### src/rtl/vrt_pkg.sv
// Shared constants, types and helpers for the voxel ray traversal block.
package vrt_pkg;

	localparam int GRID_SIDE = 32;
	localparam int FRAC_BITS = 8;
	localparam int CELL_W    = 5;
	localparam int COORD_W   = 16;
	localparam int ROWS      = GRID_SIDE * GRID_SIDE;
	localparam int ROW_AW    = $clog2(ROWS);
	localparam int X_W       = $clog2(GRID_SIDE);
	localparam int D_W       = COORD_W + 1;
	localparam int MAG_W     = D_W;
	localparam int NUM_W     = D_W + 1;
	localparam int PROD_W    = NUM_W + MAG_W;
	localparam int POS_W     = 10;
	localparam int VOX_W     = 9;

	localparam logic OP_WRITE = 1'b0;
	localparam logic OP_TRACE = 1'b1;

	typedef enum logic [3:0] {
		ST_CLEAR,
		ST_IDLE,
		ST_WR_RD,
		ST_WR_WB,
		ST_T_RD,
		ST_T_CHK,
		ST_SEL_A,
		ST_SEL_B,
		ST_SEL_C,
		ST_STEP,
		ST_OUT
	} state_t;

	typedef struct packed {
		logic              we;
		logic [ROW_AW-1:0] addr;
		logic [GRID_SIDE-1:0] wdata;
	} mem_req_t;

	function automatic logic [ROW_AW-1:0] row_addr(input int y, input int z);
		row_addr = ROW_AW'(y + GRID_SIDE * z);
	endfunction

endpackage

### src/rtl/vrt_mul.sv
// Shared multiplier for the axis compare, product registered.
module vrt_mul import vrt_pkg::*; (
	input  logic              clk,
	input  logic [NUM_W-1:0]  a,
	input  logic [MAG_W-1:0]  b,
	output logic [PROD_W-1:0] prod_q
);

	always_ff @(posedge clk) begin
		prod_q <= PROD_W'(a) * PROD_W'(b);
	end

endmodule

### config.mk
export PLATFORM = sky130hd
export DESIGN_NAME = vrt_mul
export DESIGN_NICKNAME = d
export VERILOG_FILES = /design/src/rtl/vrt_pkg.sv /design/src/rtl/vrt_mul.sv
export SDC_FILE = /design/constraint.sdc
export NUM_CORES = 1
export LEC_CHECK = 0
export ABC_AREA = 1
export BUFFER_PORTS_ARGS = -buffer_cell sky130_fd_sc_hd__buf_2
export CAP_MARGIN = 20
export CORE_ASPECT_RATIO = 0.5
export CORE_MARGIN = 2
export CORE_UTILIZATION = 50
export CTS_CLUSTER_DIAMETER = 150
export CTS_CLUSTER_SIZE = 25
export DETAILED_ROUTE_END_ITERATION = 6
export PLACE_DENSITY = 0.72
export SKIP_CTS_REPAIR_TIMING = 1
export SYNTH_ARGS = -nofsm -noshare
export SYNTH_HDL_FRONTEND = slang
export SYNTH_SLANG_ARGS = --single-unit
### constraint.sdc
create_clock -name clk -period 5.85 [get_ports clk]
set_input_delay 0.585 -clock clk [delete_from_list [all_inputs] [get_ports clk]]
set_output_delay 0.585 -clock clk [all_outputs]
set_load 0.005 [all_outputs]
==> results.yml <==
final_layout:
  largest_register_ffs: 35
  area.sequential_um2: 701
  antenna_cells: 0
  layout_commonest_cell: "nand2_1"
  top_regs: "prod_q (35)"
  final_cell_mix: "516 x nand2_1, 511 x inv_1, 239 x fa_1"
  multiInputGateArea_um2: 8790
  final_util_pct: 54.3
  fillCellCount: 2178
  drive_gt1_share_pct: 6.55
  fin_nets: 2017
  area_growth_pct: 6.50
  design_area_um2: 12400
  max_flop_register: "prod_q"
route:
  dr.pass1.iters: 7
  vias_per_cell: 4.80
  wl_per_cell_um: 14.9
  wirelength_um: 28800
  drt_iter0_drc: 711
  via_count: 9311
  ant_nets: 0
  drc_errors: 2
worst_setup_path:
  path_class: "in -> reg"
  end_kind: "register"
  crit_required_ns: 6.03
  worstPathCellList: "buf_2 > nand2_1 > fa_1 > inv_1 > fa_1 > inv_1 > fa_1 > inv_1 > fa_1 > fa_1 > inv_1 > fa_1 > inv_1 > ha_1 > nand2_1 > inv_1 > a21oi_1 > nand3_1 > nand2_1 > nand2_1 > nand2_1 > nand2_1"
  arrival_ns: 5.82
  max_stage_delay_ns: 0.56
  crit_fanout: 17
  critPathLaunchType: "primary input"
  cp_slowest_cell: "fa_1"
yosys:
  ys_types: 22
  synth_area_leaders: "fa_1 41%, nand2_1 17%, inv_1 16%, ha_1 12%, dfxtp_1 6.0%"
  yosysWarnings: 0
  postSynthAreaPerCell_um2: 7.26
  netlist_instances: 1608
  syn-num-nets: 1992
  synth_seq_cells: 35
  synth_top_area_share_pct: 41.0
  yosys.area.top_type: "fa_1"
  synth_area_um2: 11700
  synth_seq_area_share_pct: 6.00
global_route:
  antenna_found_initial: 0
  grt_usage_pct: 25.4
  grt_first_pass_wirelength_um: 49200
  grt_max_degree: 19
  grt-ovfl-total: 0
  grt_pass1_vias: 9611
timing:
  hold_viol_final: 0
  finalSetupViolCount: 0
  period_needed_ns: 5.64
  rsz0062_at_grt: "no"
  setup-tns-final_ns: 0
  worst_slew_pin_slew_ns: 0.474
  finalMaxSlewViolations: 0
  fmax_ghz: 0.177
  fin_crit_sh_pct: 96.4
  slew_headroom_pct: 68.4
die:
  start_util_pct: 51.0
  die_x_um: 220
  io_pins: 71
  core-area_um2: 22900
  rows: 39
  die_h_um: 112
  dieArea_um2: 24600
worst_hold_path:
  hold_path.class: "in -> reg"
status:
  violations: "DRC"
  status: "complete, but fails checks"
placed_design:
  hpwlAfterDp_um: 24400
  place_area_um2: 12300
  io_buffer_count: 70
  place_congestion: 0.953
clock_tree:
  cts_sinks: 35
  path_clk_slew_ns: 0.07
  cts_tree: "yes"
  cts_buffer_depth: 2
  cts_buffers: 5
  h-tree-depth: 2
  cts_root_buf: "clkbuf_16"
job:
  cap_violations: 0
==> final timing paths <==
kind,start,endpoint,slack (ns),depth (start not counted)
worst max-delay path,a[7],prod_q[32],0.21,22
worst min-delay path,b[0],prod_q[0],0.73,3
==> routing by layer <==
layer | track usage, % | vias up | wire (um)
met3 | 6.80 | 35 | 3110
met5 | 0 | - | 0
li1 | - | 4484 | -
met1 | 38.8 | 4430 | 13600
met2 | 37.1 | 362 | 11800
met4 | 3.49 | 0 | 296
==> worst max-delay path, delay by kind of cell <==
family / cells / cell delay (ns)
compound gates: 1 / 0.24
fa+ha+maj: 7 / 3.44
buf+inv: 7 / 0.70
simple gates: 7 / 0.84
==> through the flow <==
| stage | worst slack (ns) | instances | hold WS [ns] |
|---|---|---|---|
| 2_1_floorplan | 0.341 | 1608 | 0.869 |
| 3_3_place_gp | 0.00717 | 1933 | 0.959 |
| 3_5_place_dp | 0.00784 | 1933 | 0.961 |
| 4_1_cts | 0.280 | 1941 | 0.727 |
| 5_1_grt | 0.0204 | 1941 | 0.746 |
| 6_report | 0.210 | 1941 | 0.729 |
==> cells in the mapped netlist <==
cell type / count
a21o_1: 1
inv_1: 511
nand3_1: 26
nand3_2: 3
dfxtp_1: 35
xnor2_1: 3
o21bai_2: 1
nor2_2: 2
buf_1: 3
nand2_1: 516
o21bai_1: 2
nor3_1: 3
xor2_1: 14
o21ai_0: 1
a21oi_1: 21
clkbuf_1: 67
fa_1: 239
ha_1: 109
nor2_1: 39
nand4_1: 5
and2_1: 1
nand2_2: 6
==> cell families after synthesis <==
logic type	after synthesis	synth area share (%)
AO/OA/AOI/OAI	26	1.23
AND/OR/NAND/NOR	601	20.1
XOR/XNOR	17	1.28
flip-flops	35	6.00
buffers and inverters	581	18.7
adder cells (fa/ha/maj)	348	52.7
==> cell type report <==
class	count	share of cell area (%)
Clock buffer	7	1.15
Clock inverter	1	0.0705
Inverter	511	15.4
Multi-Input combinational cell	992	70.7
Sequential cell	35	5.64
Tap cell	307	3.09
Timing Repair Buffer	88	3.91
Power is not shown: default switching activity piles up to over one toggle a cycle in this logic, so the estimate is an artifact.
